**src/rtl/u8u16_pkg.sv**
```systemverilog
// ----------------------------------------------------------------------------
// u8u16_pkg
// Shared types and constants of the UTF-8 to UTF-16 transcoder.
// ----------------------------------------------------------------------------
package u8u16_pkg;

  // Result kinds
  typedef enum logic [1:0] {
    KIND_DATA  = 2'd0,
    KIND_TERM  = 2'd1,
    KIND_ERROR = 2'd2
  } result_kind_e;

  localparam int unsigned ACC_W   = 31;
  localparam int unsigned LEFT_W  = 3;
  localparam int unsigned COUNT_W = 32;
  localparam int unsigned CFG_W   = 21;

  localparam logic [CFG_W-1:0]   MAX_CP_RESET = 21'h0EFFFF;
  localparam logic [COUNT_W-1:0] COUNT_MAX    = '1;
  localparam logic [15:0]        HI_SURR_BASE = 16'hD800;
  localparam logic [15:0]        HI_SURR_ADJ  = 16'h0040;
  localparam logic [5:0]         LO_SURR_TAG  = 6'b110111;

  // Output queue geometry
  localparam int unsigned FIFO_DEPTH = 4;
  localparam int unsigned FIFO_AW    = $clog2(FIFO_DEPTH);
  localparam int unsigned FIFO_CW    = $clog2(FIFO_DEPTH + 1);

  // One result word
  typedef struct packed {
    logic [15:0]        word;
    result_kind_e       kind;
    logic [COUNT_W-1:0] count;
    logic               last;
  } result_t;

  // Results produced by one decoded byte
  typedef struct packed {
    logic [1:0] num;
    result_t    r0;
    result_t    r1;
  } dec_out_t;

endpackage

```
**src/rtl/u8u16_decoder.sv**
```systemverilog
// ----------------------------------------------------------------------------
// u8u16_decoder
// Per-byte UTF-8 decode with sequence state, emitting up to two results.
// ----------------------------------------------------------------------------
module u8u16_decoder (
  input  logic                      clk_i,
  input  logic                      rst_ni,
  input  logic                      take_i,
  input  logic [7:0]                byte_i,
  input  logic [u8u16_pkg::CFG_W-1:0] max_cp_i,
  output u8u16_pkg::dec_out_t       res_o
);
  import u8u16_pkg::*;

  logic [ACC_W-1:0]   acc_q, acc_d;
  logic [LEFT_W-1:0]  left_q, left_d;
  logic [COUNT_W-1:0] cnt_q, cnt_d;

  logic [COUNT_W-1:0] bump1, bump2;
  logic [ACC_W-1:0]   acc_new, cp;
  logic               emit, err;
  logic [15:0]        hi_word;

  // saturating word counts for one or two new words
  assign bump1 = (cnt_q == COUNT_MAX) ? cnt_q : cnt_q + 1'b1;
  assign bump2 = (bump1 == COUNT_MAX) ? bump1 : bump1 + 1'b1;

  assign acc_new = {acc_q[ACC_W-7:0], byte_i[5:0]};
  assign hi_word = HI_SURR_BASE + cp[25:10] - HI_SURR_ADJ;

  // decode
  always_comb begin
    acc_d  = acc_q;
    left_d = left_q;
    cnt_d  = cnt_q;
    emit   = 1'b0;
    err    = 1'b0;
    cp     = '0;
    res_o  = '{num: 2'd0,
               r0: '{word: 16'h0, kind: KIND_DATA, count: '0, last: 1'b1},
               r1: '{word: 16'h0, kind: KIND_DATA, count: '0, last: 1'b1}};

    if (left_q != '0) begin
      if (byte_i[7:6] != 2'b10) begin
        err = 1'b1;
      end else if (left_q == LEFT_W'(1)) begin
        emit = 1'b1;
        cp   = acc_new;
      end else begin
        acc_d  = acc_new;
        left_d = left_q - 1'b1;
      end
    end else if (byte_i == 8'h00) begin
      // string terminator carries the running count
      res_o.num      = 2'd1;
      res_o.r0.kind  = KIND_TERM;
      res_o.r0.count = cnt_q;
      acc_d  = '0;
      left_d = '0;
      cnt_d  = '0;
    end else if (!byte_i[7]) begin
      emit = 1'b1;
      cp   = ACC_W'(byte_i);
    end else if (byte_i < 8'hC0 || byte_i > 8'hFD) begin
      err = 1'b1;
    end else begin
      // lead byte opens a sequence
      priority if (byte_i < 8'hE0) begin
        acc_d  = ACC_W'(byte_i[4:0]);
        left_d = LEFT_W'(1);
      end else if (byte_i < 8'hF0) begin
        acc_d  = ACC_W'(byte_i[3:0]);
        left_d = LEFT_W'(2);
      end else if (byte_i < 8'hF8) begin
        acc_d  = ACC_W'(byte_i[2:0]);
        left_d = LEFT_W'(3);
      end else if (byte_i < 8'hFC) begin
        acc_d  = ACC_W'(byte_i[1:0]);
        left_d = LEFT_W'(4);
      end else begin
        acc_d  = ACC_W'(byte_i[0]);
        left_d = LEFT_W'(5);
      end
    end

    // finished code point: one word, a surrogate pair or an error
    if (emit) begin
      acc_d  = '0;
      left_d = '0;
      if (cp[ACC_W-1:16] == '0) begin
        res_o.num      = 2'd1;
        res_o.r0.word  = cp[15:0];
        res_o.r0.count = bump1;
        cnt_d          = bump1;
      end else if (cp <= ACC_W'(max_cp_i)) begin
        res_o.num      = 2'd2;
        res_o.r0.word  = hi_word;
        res_o.r0.count = bump1;
        res_o.r0.last  = 1'b0;
        res_o.r1.word  = {LO_SURR_TAG, cp[9:0]};
        res_o.r1.count = bump2;
        cnt_d          = bump2;
      end else begin
        err = 1'b1;
      end
    end

    if (err) begin
      res_o.num     = 2'd1;
      res_o.r0.word = 16'h0;
      res_o.r0.kind = KIND_ERROR;
      res_o.r0.count = '0;
      res_o.r0.last = 1'b1;
      acc_d  = '0;
      left_d = '0;
      cnt_d  = '0;
    end
  end

  // sequence state
  always_ff @(posedge clk_i or negedge rst_ni) begin
    if (!rst_ni) begin
      acc_q  <= '0;
      left_q <= '0;
      cnt_q  <= '0;
    end else if (take_i) begin
      acc_q  <= acc_d;
      left_q <= left_d;
      cnt_q  <= cnt_d;
    end
  end

endmodule

```
**src/rtl/u8u16_out_fifo.sv**
```systemverilog
// ----------------------------------------------------------------------------
// u8u16_out_fifo
// Small result queue: up to two words in per cycle, one word out per cycle while ready_i is high.
// ----------------------------------------------------------------------------
module u8u16_out_fifo (
  input  logic                 clk_i,
  input  logic                 rst_ni,
  input  logic                 push_i,
  input  u8u16_pkg::dec_out_t  din_i,
  output logic                 room2_o,
  output logic                 valid_o,
  input  logic                 ready_i,
  output u8u16_pkg::result_t   head_o
);
  import u8u16_pkg::*;

  result_t              mem_q [FIFO_DEPTH];
  logic [FIFO_AW-1:0]   wr_ptr_q, rd_ptr_q;
  logic [FIFO_CW-1:0]   count_q;
  logic [FIFO_AW-1:0]   wr_ptr1;
  logic [1:0]           n_push;
  logic                 pop;

  assign n_push  = push_i ? din_i.num : 2'd0;
  assign pop     = valid_o && ready_i;
  assign wr_ptr1 = wr_ptr_q + 1'b1;

  assign valid_o = (count_q != '0);
  assign room2_o = (count_q <= FIFO_CW'(FIFO_DEPTH - 2));
  assign head_o  = mem_q[rd_ptr_q];

  // storage
  always_ff @(posedge clk_i) begin
    if (n_push != 2'd0) begin
      mem_q[wr_ptr_q] <= din_i.r0;
    end
    if (n_push == 2'd2) begin
      mem_q[wr_ptr1] <= din_i.r1;
    end
  end

  // pointers and fill level
  always_ff @(posedge clk_i or negedge rst_ni) begin
    if (!rst_ni) begin
      wr_ptr_q <= '0;
      rd_ptr_q <= '0;
      count_q  <= '0;
    end else begin
      wr_ptr_q <= wr_ptr_q + FIFO_AW'(n_push);
      if (pop) begin
        rd_ptr_q <= rd_ptr_q + 1'b1;
      end
      count_q <= count_q + FIFO_CW'(n_push) - FIFO_CW'(pop);
    end
  end

endmodule

```
**src/rtl/utf8_to_utf16_transcoder.sv**
```systemverilog
// ----------------------------------------------------------------------------
// utf8_to_utf16_transcoder
// UTF-8 byte stream in, UTF-16 words with terminator and error marks out.
// ----------------------------------------------------------------------------
// Usage:
//   Input channel (in_valid_i / in_ready_o, utf8_byte_i) takes one byte per
//   transfer. Output channel (out_valid_o / out_ready_i) delivers one result per
//   transfer: utf16_word_o, result_kind_o (data, terminator, error), word_count_o
//   and last_o, which marks the final result caused by a byte.
//   A byte is held in the input register, decoded and written into a
//   four-entry result queue, whose head is offered on the output port.
//   One byte is taken per cycle while the queue has room for two results;
//   a byte that completes a code point above 0xFFFF and not above the limit
//   gives a surrogate pair of two output words, so the output port sets the
//   rate at one word per cycle while out_ready_i is high.
//   A zero byte in lead position closes a string and reports its word count.
//   cfg_we_i / cfg_wdata_i write the largest code point sent as a pair;
//   write it only while the block is idle.
//   Reset empties the queue, clears the decode state and sets the limit to
//   0xEFFFF. When the receiver stalls the queue fills and in_ready_o drops
//   once fewer than two entries are free; nothing is lost.
// ----------------------------------------------------------------------------
module utf8_to_utf16_transcoder (
  input  logic                        clk_i,
  input  logic                        rst_ni,
  input  logic                        cfg_we_i,
  input  logic [u8u16_pkg::CFG_W-1:0] cfg_wdata_i,
  input  logic                        in_valid_i,
  output logic                        in_ready_o,
  input  logic [7:0]                  utf8_byte_i,
  output logic                        out_valid_o,
  input  logic                        out_ready_i,
  output logic [15:0]                 utf16_word_o,
  output logic [1:0]                  result_kind_o,
  output logic [u8u16_pkg::COUNT_W-1:0] word_count_o,
  output logic                        last_o
);
  import u8u16_pkg::*;

  logic [CFG_W-1:0] max_cp_q;
  logic             in_valid_q;
  logic [7:0]       byte_q;
  logic             room2, take;
  dec_out_t         dec_res;
  result_t          head;

  // limit register
  always_ff @(posedge clk_i or negedge rst_ni) begin
    if (!rst_ni) begin
      max_cp_q <= MAX_CP_RESET;
    end else if (cfg_we_i) begin
      max_cp_q <= cfg_wdata_i;
    end
  end

  // input register
  assign take       = in_valid_q && room2;
  assign in_ready_o = !in_valid_q || take;

  always_ff @(posedge clk_i or negedge rst_ni) begin
    if (!rst_ni) begin
      in_valid_q <= 1'b0;
    end else if (in_ready_o) begin
      in_valid_q <= in_valid_i;
    end
  end

  always_ff @(posedge clk_i) begin
    if (in_ready_o && in_valid_i) begin
      byte_q <= utf8_byte_i;
    end
  end

  u8u16_decoder u_decoder (
    .clk_i    (clk_i),
    .rst_ni   (rst_ni),
    .take_i   (take),
    .byte_i   (byte_q),
    .max_cp_i (max_cp_q),
    .res_o    (dec_res)
  );

  u8u16_out_fifo u_out_fifo (
    .clk_i   (clk_i),
    .rst_ni  (rst_ni),
    .push_i  (take),
    .din_i   (dec_res),
    .room2_o (room2),
    .valid_o (out_valid_o),
    .ready_i (out_ready_i),
    .head_o  (head)
  );

  assign utf16_word_o  = head.word;
  assign result_kind_o = head.kind;
  assign word_count_o  = head.count;
  assign last_o        = head.last;

endmodule
```
**config.mk**
```make
export PLATFORM = sky130hd
export DESIGN_NAME = utf8_to_utf16_transcoder
export DESIGN_NICKNAME = d
export VERILOG_FILES = /design/src/rtl/u8u16_pkg.sv /design/src/rtl/u8u16_decoder.sv /design/src/rtl/u8u16_out_fifo.sv /design/src/rtl/utf8_to_utf16_transcoder.sv
export SDC_FILE = /design/constraint.sdc
export NUM_CORES = 1
export LEC_CHECK = 0
export ABC_CLOCK_PERIOD_IN_PS = 13500
export BUFFER_PORTS_ARGS = -buffer_cell sky130_fd_sc_hd__buf_2
export CORE_MARGIN = 4
export CORE_UTILIZATION = 27
export DETAILED_ROUTE_END_ITERATION = 12
export HOLD_SLACK_MARGIN = 0.15
export PLACE_DENSITY = 0.38
export SLEW_MARGIN = 20
export SYNTH_ARGS = -nofsm -noshare
export SYNTH_HDL_FRONTEND = slang
export SYNTH_HIERARCHICAL = 1
export SYNTH_SLANG_ARGS = --single-unit
```
**constraint.sdc**
```tcl
create_clock -name clk_i -period 13.5 [get_ports clk_i]
set_input_delay 0.675 -clock clk_i [delete_from_list [all_inputs] [get_ports clk_i]]
set_output_delay 0.675 -clock clk_i [all_outputs]
set_load 0.03 [all_outputs]
```
==> out/results.ini, run 1 <==
[synthesis]
avgSynthCellArea_um2 = 11.93
yosys.cell_count.top_type = edfxtp_1
synth_ff_type = edfxtp_1
yosysSeqAreaShare_pct = 44.71
post_synth_instance_area_mm2 = 0.01927
netlist.area_leader.share_pct = 33.03
number_of_enable_flip_flop_cells_after_synthesis = 212
synth_common_cells = 212 x edfxtp_1, 146 x mux2_2, 97 x nand2_1
synth-warning-count = 6
synth_area_leaders = edfxtp_1 33%, dfrtp_1 9.1%, mux2_2 8.5%
postSynthCellCount = 1615
async_reset_ff_share_pct = 29.57
synthDistinctLibCells = 100
synth-seq-cells = 301
synth_largest_area_cell = edfxtp_1

[clock_network]
clock_tree.buffer_depth = 3
tritoncts_clock_tree = built
cts-htree-levels = 2
cts.repair_timing.setup_buffer_count = 0
worst_setup_hold_path_clk_slew_ns = 0.06
insertion_delay_ns = 0.57
cts-buffers-inserted = 39
clkSinkCount = 301
ctsRootBufferMaster = clkbuf_16

[detailed_routing]
vias = 13760
drc = 0
post_drt_via_cell_ratio = 5.263
drtAntennaViolNets = 0
finalWirelength_um = 65590
detailedRoute.firstPassIterationCount = 5
drt-wirelength-per-cell_um = 25.08
detail_route.iter0.violations = 1099

[floorplanning]
starting_density_of_the_core_pct = 27.38
fp.dieH_um = 275.2
die_area_mm2 = 0.07573
die-width_um = 275.2
placeable_core_region_mm2 = 0.07039
boundaryPins = 87
rows = 97

[finish]
antenna-diode-count = 0
drive_above_1_share_pct = 31.76
nets = 1712
layout-area-overhead-vs-synth_pct = 13.04
post-route-cell-area_mm2 = 0.02179
seqCellArea_mm2 = 0.008622
area_occupied_by_multi_input_gates_mm2 = 0.009709
num-fill-cells = 7236

[critical_path]
worstSetupPathDepth = 19
worstPathArrival_ns = 7.35
path_buf_inv = 3
worstPathCellList = inv_1, ha_1, ha_1, nor3b_1, and3_1, nor2_1, nor2_1, ha_1, nand2_1, o21bai_1, a211o_1, and4_1, or3_1, o21ai_2, buf_4, a21o_1, or4_4, buf_4, mux2_4
kind_of_cell_adding_the_most_delay_to_the_critical_path = simple AND/OR/NAND/NOR gates
critPathLaunchType = flip-flop
required_time_reported_for_the_critical_path_endpoint_ns = 13.81
max_stage_delay_ns = 0.74
worst_path_max_delay_cell = and3_1
crit_path_frequent_cell = ha_1
critical_path_peak_fanout = 29
end_kind = flip-flop
critPathKind = reg -> reg
reg2reg_depth = 19

[sta]
fin_ws_ns = 6.458
tightest_slew_ns = 1.028
final.min_clock_period_ns = 7.042
max_slew_margin_pct = 31.30
finalSetupTns_ns = 0
timing.final.crit_share_pct = 52.17
drv_slew = 0
max_freq_mhz = 142.0
skew_ns = 0.02181
report.final.setup_viol = 0
rsz_0062_raised_after_global_routing = no
final_hold_viol_count = 0
hold-worst-slack_ns = 0.2956

[place]
dp_hpwl_um = 42980
post-place-ws_ns = 6.506
input_output_buffers = 86
dpl_cell_area_mm2 = 0.02042
finalWeightedCongestion = 0.8701

[pwr]
power_leakage_nw = 7.939
worst_ir_drop_vdd_mv = 0.07976
totalPowerFinal_mw = 4.487
power_density_mw_per_mm2 = 206.0

[run]
drv.max_cap_violation_count = 0

[global_route]
antenna_found_initial = 0
grt_util_met3_pct = 2.154
groute.layer.met2.usage_pct = 29.92
grt_pass1_wl_um = 98920
grt-busiest-layer = met2
globalRouteTotalUtil_pct = 17.32
global_route.usage.met1_pct = 23.40
grt_remaining_overflow = 0
grt_max_degree = 52
number_of_global_route_vias_before_repair = 14460

[outcome]
outcome = complete, no violations

[hold_path]
worstHoldPathType = in -> reg
hold_depth = 1

==> metal layers <==
layer / vias up / part of all wire (%)
met4: 0 / 1.5
met5: - / 0
li1: 6290 / -
met1: 7053 / 45
met3: 72 / 4.1
met2: 348 / 49
==> worst paths after layout <==
path | endpoint | startpoint | slack [ns]
max | u_out_fifo/mem_q[3][21]$_DFFE_PP_ | u_decoder/left_q[0]$_DFFE_PN0P_ | 6.46
min | byte_q[5]$_DFFE_PP_ | utf8_byte_i[5] | 0.30
max reg2reg | u_out_fifo/mem_q[3][21]$_DFFE_PP_ | u_decoder/left_q[0]$_DFFE_PN0P_ | 6.46
min reg2reg | u_decoder/acc_q[20]$_DFFE_PN0P_ | u_decoder/acc_q[20]$_DFFE_PN0P_ | 0.50
max in group asynchronous | u_out_fifo/rd_ptr_q[0]$_DFFE_PN0P_ | rst_ni | 11.57
min in group asynchronous | u_decoder/acc_q[22]$_DFFE_PN0P_ | rst_ni | 0.64
==> flip-flops by register name (all words and copies together) (netlist names), 2 cells and up <==
signal and flops:
max_cp_q 21, u_out_fifo/wr_ptr_q 2, u_decoder/left_q 3, byte_q 8
u_out_fifo/count_q 3, u_out_fifo/rd_ptr_q 2, u_out_fifo/mem_q 204, u_decoder/acc_q 25
u_decoder/cnt_q 32
==> power breakdown <==
group	leakage [nW]	switching, mW	internal [mW]
Sequential	3.06	0.225	1.26
Combinational	4.23	1.17	0.718
Clock	0.650	0.434	0.682
Total	7.94	1.83	2.66
==> area by class of cell <==
type	count	area share, %
sequential	301	39.57
multi-input combinational	1125	44.56
clock buffer	55	5.185
tap	940	5.398
inverter	55	0.9475
clock inverter	15	1.028
timing repair buffer	124	3.308
==> through the flow <==
stage                     util (%)  std cells
final                        30.95       2615
after floorplan                  -       1617
after CTS                    30.94       2614
after global placement       29.00       2543
after global routing         30.95       2615
after detailed placement     29.00       2543
==> logic make-up after synthesis <==
| family | after synthesis | share of synthesized area (%) |
|---|---|---|
| buffers and inverters | 191 | 5.394 |
| and+or+nand+nor | 413 | 11.63 |
| adders and majority gates | 32 | 2.116 |
| other | 2 | 0.03896 |
| AOI/OAI and AO/OA | 339 | 12.76 |
| DFF | 301 | 44.71 |
| xor gates and xnor gates | 54 | 2.454 |
| muxes | 283 | 20.90 |
==> layout by cell type, fill, tap and decap left out, types with 7 or more instances in the layout <==
cell and instances:
nor2_1 82, mux4_2 51, a211oi_1 16, a22oi_1 7
o31ai_1 11, xnor2_1 36, o21a_1 10, mux2_2 146
and4_1 10, a21oi_1 64, buf_2 85, or3_1 15
dfstp_2 19, ha_1 31, nor4_1 14, a31oi_1 16
clkbuf_16 42, inv_1 52, buf_4 38, nand4_1 19
a22o_1 28, dfrtp_1 68, xor2_1 18, o21ai_0 67
clkbuf_1 10, edfxtp_1 212, mux2_1 10, nand3_1 44
mux2_4 70, nand2_1 97, and2_1 31, and3_1 13
a311oi_1 14, o2bb2ai_1 7, o22ai_1 9, nor3_1 28
==> repair_timing <==
action                    4_1_cts  5_1_grt
hold endpoints to repair       22        0
gates resized for setup         0        0
hold buffers                    1        0
Power figures use the tool's default switching activity.
==> run 2, diff against run 1 <==
--- a/config.mk
+++ b/config.mk
@@ -5,13 +5,14 @@
 export SDC_FILE = /design/constraint.sdc
 export NUM_CORES = 1
 export LEC_CHECK = 0
-export ABC_CLOCK_PERIOD_IN_PS = 13500
+export ABC_AREA = 1
+export ABC_CLOCK_PERIOD_IN_PS = 5700
 export BUFFER_PORTS_ARGS = -buffer_cell sky130_fd_sc_hd__buf_2
 export CORE_MARGIN = 4
 export CORE_UTILIZATION = 27
 export DETAILED_ROUTE_END_ITERATION = 12
 export HOLD_SLACK_MARGIN = 0.15
-export PLACE_DENSITY = 0.38
+export PLACE_DENSITY = 0.4
 export SLEW_MARGIN = 20
 export SYNTH_ARGS = -nofsm -noshare
 export SYNTH_HDL_FRONTEND = slang
==> constraint.sdc (replaced) <==
create_clock -name clk_i -period 5.7 [get_ports clk_i]
set_input_delay 0.285 -clock clk_i [delete_from_list [all_inputs] [get_ports clk_i]]
set_output_delay 0.285 -clock clk_i [all_outputs]
set_load 0.03 [all_outputs]
==> run 2 against run 1 <==
Combinational power rose to 2.6 times the previous value. Register-to-register slack worse by 5.8 ns. Sequential power up 120%. Global-route usage up 2.8 points. Via count up 41%. Worst setup slack worse by 5.8 ns. Count of clock-buffer cells in the layout down 2. Critical path type unchanged. Largest cell class unchanged.
==> out/results.ini, run 2 <==
[sta]
fin_ws_ns = 0.6475
tightest_slew_ns = 1.109
max_slew_margin_pct = 25.63
max_freq_mhz = 197.9
rsz_0062_raised_after_global_routing = no
skew_ns = 0.03291
final_hold_viol_count = 0
report.final.setup_viol = 0
drv_slew = 0
final.min_clock_period_ns = 5.052
finalSetupTns_ns = 0
timing.final.crit_share_pct = 88.64

[synthesis]
synth-warning-count = 6
yosysSeqAreaShare_pct = 42.66
synth_common_cells = 1015 x nand2_1, 309 x nor2_1, 287 x nand3_1
post_synth_instance_area_mm2 = 0.02020
synthDistinctLibCells = 53
number_of_enable_flip_flop_cells_after_synthesis = 212
synth_area_leaders = edfxtp_1 32%, nand2_1 19%, dfrtp_1 8.7%
yosys.cell_count.top_type = nand2_1
netlist.area_leader.share_pct = 31.52
synth_largest_area_cell = edfxtp_1
postSynthCellCount = 2855
avgSynthCellArea_um2 = 7.075
synth_ff_type = edfxtp_1
synth-seq-cells = 301
async_reset_ff_share_pct = 29.57

[floorplanning]
die-width_um = 281.5
placeable_core_region_mm2 = 0.07432
rows = 100
starting_density_of_the_core_pct = 27.18
die_area_mm2 = 0.07925
fp.dieH_um = 281.5
boundaryPins = 87

[critical_path]
worstPathArrival_ns = 5.29
rrSetupSlack_ns = 0.65
critical_path_peak_fanout = 30
max_stage_delay_ns = 0.56
end_kind = flip-flop
worst_path_max_delay_cell = nor4_1
critPathLaunchType = flip-flop
critical_path.reg2reg.endpoint = u_out_fifo/mem_q[2][28]$_DFFE_PP_
required_time_reported_for_the_critical_path_endpoint_ns = 5.94
reg2reg_depth = 26
worstReg2RegStart = byte_q[4]$_DFFE_PP_
critPathKind = reg -> reg
crit_path_frequent_cell = nand2_1

[pwr]
power_density_mw_per_mm2 = 464.8
power_leakage_nw = 10.23
worst_ir_drop_vdd_mv = 0.2054
internal_power_mw = 5.795
power_frac_seq_pct = 29.9
p_switching_mw = 5.016
totalPowerFinal_mw = 10.81
clkPwrFrac_pct = 24.7
p_comb_share_pct = 45.3
netSwitchingFraction_pct = 46.40

[clock_network]
clock_tree.buffer_depth = 3
ctsRootBufferMaster = clkbuf_16
worst_setup_hold_path_clk_slew_ns = 0.06
tritoncts_clock_tree = built
clkSinkCount = 301
cts-htree-levels = 2
insertion_delay_ns = 0.58
cts.repair_timing.setup_buffer_count = 0
cts-buffers-inserted = 39

[global_route]
grt_max_degree = 148
grt_remaining_overflow = 0
grt_pass1_wl_um = 120500
antenna_found_initial = 0
number_of_global_route_vias_before_repair = 18550
globalRouteTotalUtil_pct = 20.09

[detailed_routing]
detail_route.iter0.violations = 1534
drtAntennaViolNets = 0
drt-wirelength-per-cell_um = 20.65
vias = 19350
detailedRoute.firstPassIterationCount = 6
finalWirelength_um = 80700
drc = 0
post_drt_via_cell_ratio = 4.952

[finish]
layout-area-overhead-vs-synth_pct = 15.16
reg.largest.list = u_out_fifo/mem_q (204), u_decoder/cnt_q (32), u_decoder/acc_q (25)
num-fill-cells = 8129
mostFrequentLayoutCell = nand2_1
regMostFlops = u_out_fifo/mem_q
top_library_cells_by_usage_in_the_layout_fill_and_taps_aside = 1006 x nand2_1, 309 x nor2_1, 287 x nand3_1
post-route-cell-area_mm2 = 0.02326
drive_above_1_share_pct = 10.48
largest_register_ffs = 204
antenna-diode-count = 0
nets = 2973

[hold_path]
min-delay-start = cfg_we_i
hold-path-endpoint = max_cp_q[13]$_DFFE_PN1P_
worstHoldPathType = in -> reg
hold_depth = 3

[place]
post-place-ws_ns = 0.5697
dp_hpwl_um = 54210
input_output_buffers = 86
finalWeightedCongestion = 0.9309
dpl_cell_area_mm2 = 0.02157

[run]
drv.max_cap_violation_count = 0

[outcome]
outcome = complete, no violations

==> run 2: cell types whose count changed after synthesis, sizes merged, moves of 30 or more <==
cell   delta
nand2   +941
nand3   +248
nor2    +247
mux2    -226
inv     +203
o21ai   +127
buf      +61
mux4     -51
o22ai    +39
xnor2    -32
and2     -30
==> run 2: logic make-up after synthesis <==
family / synth area share, %
other: 0.03718
xor gates and xnor gates: 1.121
DFF: 42.66
and+or+nand+nor: 35.52
buffers and inverters: 9.019
adders and majority gates: 2.019
AOI/OAI and AO/OA: 9.620
==> run 2: worst max-delay path: cells and delay by family (launching register included) <==
family / cells / cell delay (ns)
AOI/OAI and AO/OA: 4 / 0.59
buffers and inverters: 4 / 0.72
and+or+nand+nor: 17 / 2.66
adders and majority gates: 1 / 0.28
DFF: 1 / 0.45
==> run 2: worst max path at each step <==
stage | from | endpoint | slack (ns) | depth (start not counted)
2_1_floorplan | u_decoder/left_q[0]$_DFFE_PN0P_ | u_out_fifo/mem_q[0][0]$_DFFE_PP_ | 0.35 | 30
4_1_cts | u_decoder/left_q[0]$_DFFE_PN0P_ | u_out_fifo/mem_q[3][20]$_DFFE_PP_ | 0.55 | 28
5_1_grt | byte_q[4]$_DFFE_PP_ | u_out_fifo/mem_q[3][28]$_DFFE_PP_ | 0.15 | 26
6_report | byte_q[4]$_DFFE_PP_ | u_out_fifo/mem_q[2][28]$_DFFE_PP_ | 0.65 | 26
3_5_place_dp | u_decoder/left_q[0]$_DFFE_PN0P_ | u_out_fifo/mem_q[3][14]$_DFFE_PP_ | 0.57 | 28
3_3_place_gp | u_decoder/left_q[0]$_DFFE_PN0P_ | u_out_fifo/mem_q[3][29]$_DFFE_PP_ | 0.62 | 28
==> run 2: layout make-up <==
| class | count | area, um2 | area share [%] |
|---|---|---|---|
| sequential | 301 | 8621 | 37.06 |
| tap | 969 | 1212 | 5.212 |
| inverter | 257 | 965.9 | 4.153 |
| clock buffer | 53 | 1101 | 4.734 |
| clock inverter | 19 | 261.5 | 1.124 |
| multi-input combinational | 2130 | 9819 | 42.22 |
| timing repair buffer | 178 | 1279 | 5.498 |
==> run 2: power groups by stage <==
stage | logic, mW | clock network, mW | registers [mW]
3_5_place_dp | 4.91 | 0 | 3.28
3_3_place_gp | 4.89 | 0 | 3.28
5_1_grt | 5.40 | 2.84 | 3.29
2_1_floorplan | 3.24 | 0 | 3.11
6_report | 4.90 | 2.67 | 3.24
4_1_cts | 4.94 | 2.75 | 3.24
==> run 2: what timing repair did <==
item                                    in CTS  in global routing
endpoints found under the setup margin       0                  3
endpoints found under the hold margin       71                  0
resized for setup                            0                  1
hold buffers                                32                  0
==> run 2: per-layer routing <==
metal / up-vias / share of wire [%] / track usage, %
li1: 9368 / - / -
met1: 9237 / 47 / 28.47
met2: 626 / 45 / 32.05
met3: 118 / 6.1 / 2.948
met4: 0 / 2.7 / 5.585
met5: - / 0 / 0
==> run 2: through the flow <==
stage	hold slack [ns]	utilization, %	std cells
global route	0.2367	31.30	3907
floorplan	-0.01059	-	2857
global placement	0.3042	29.02	3803
finish	0.2201	31.30	3907
CTS	0.1788	31.29	3907
detailed placement	0.3126	29.03	3803
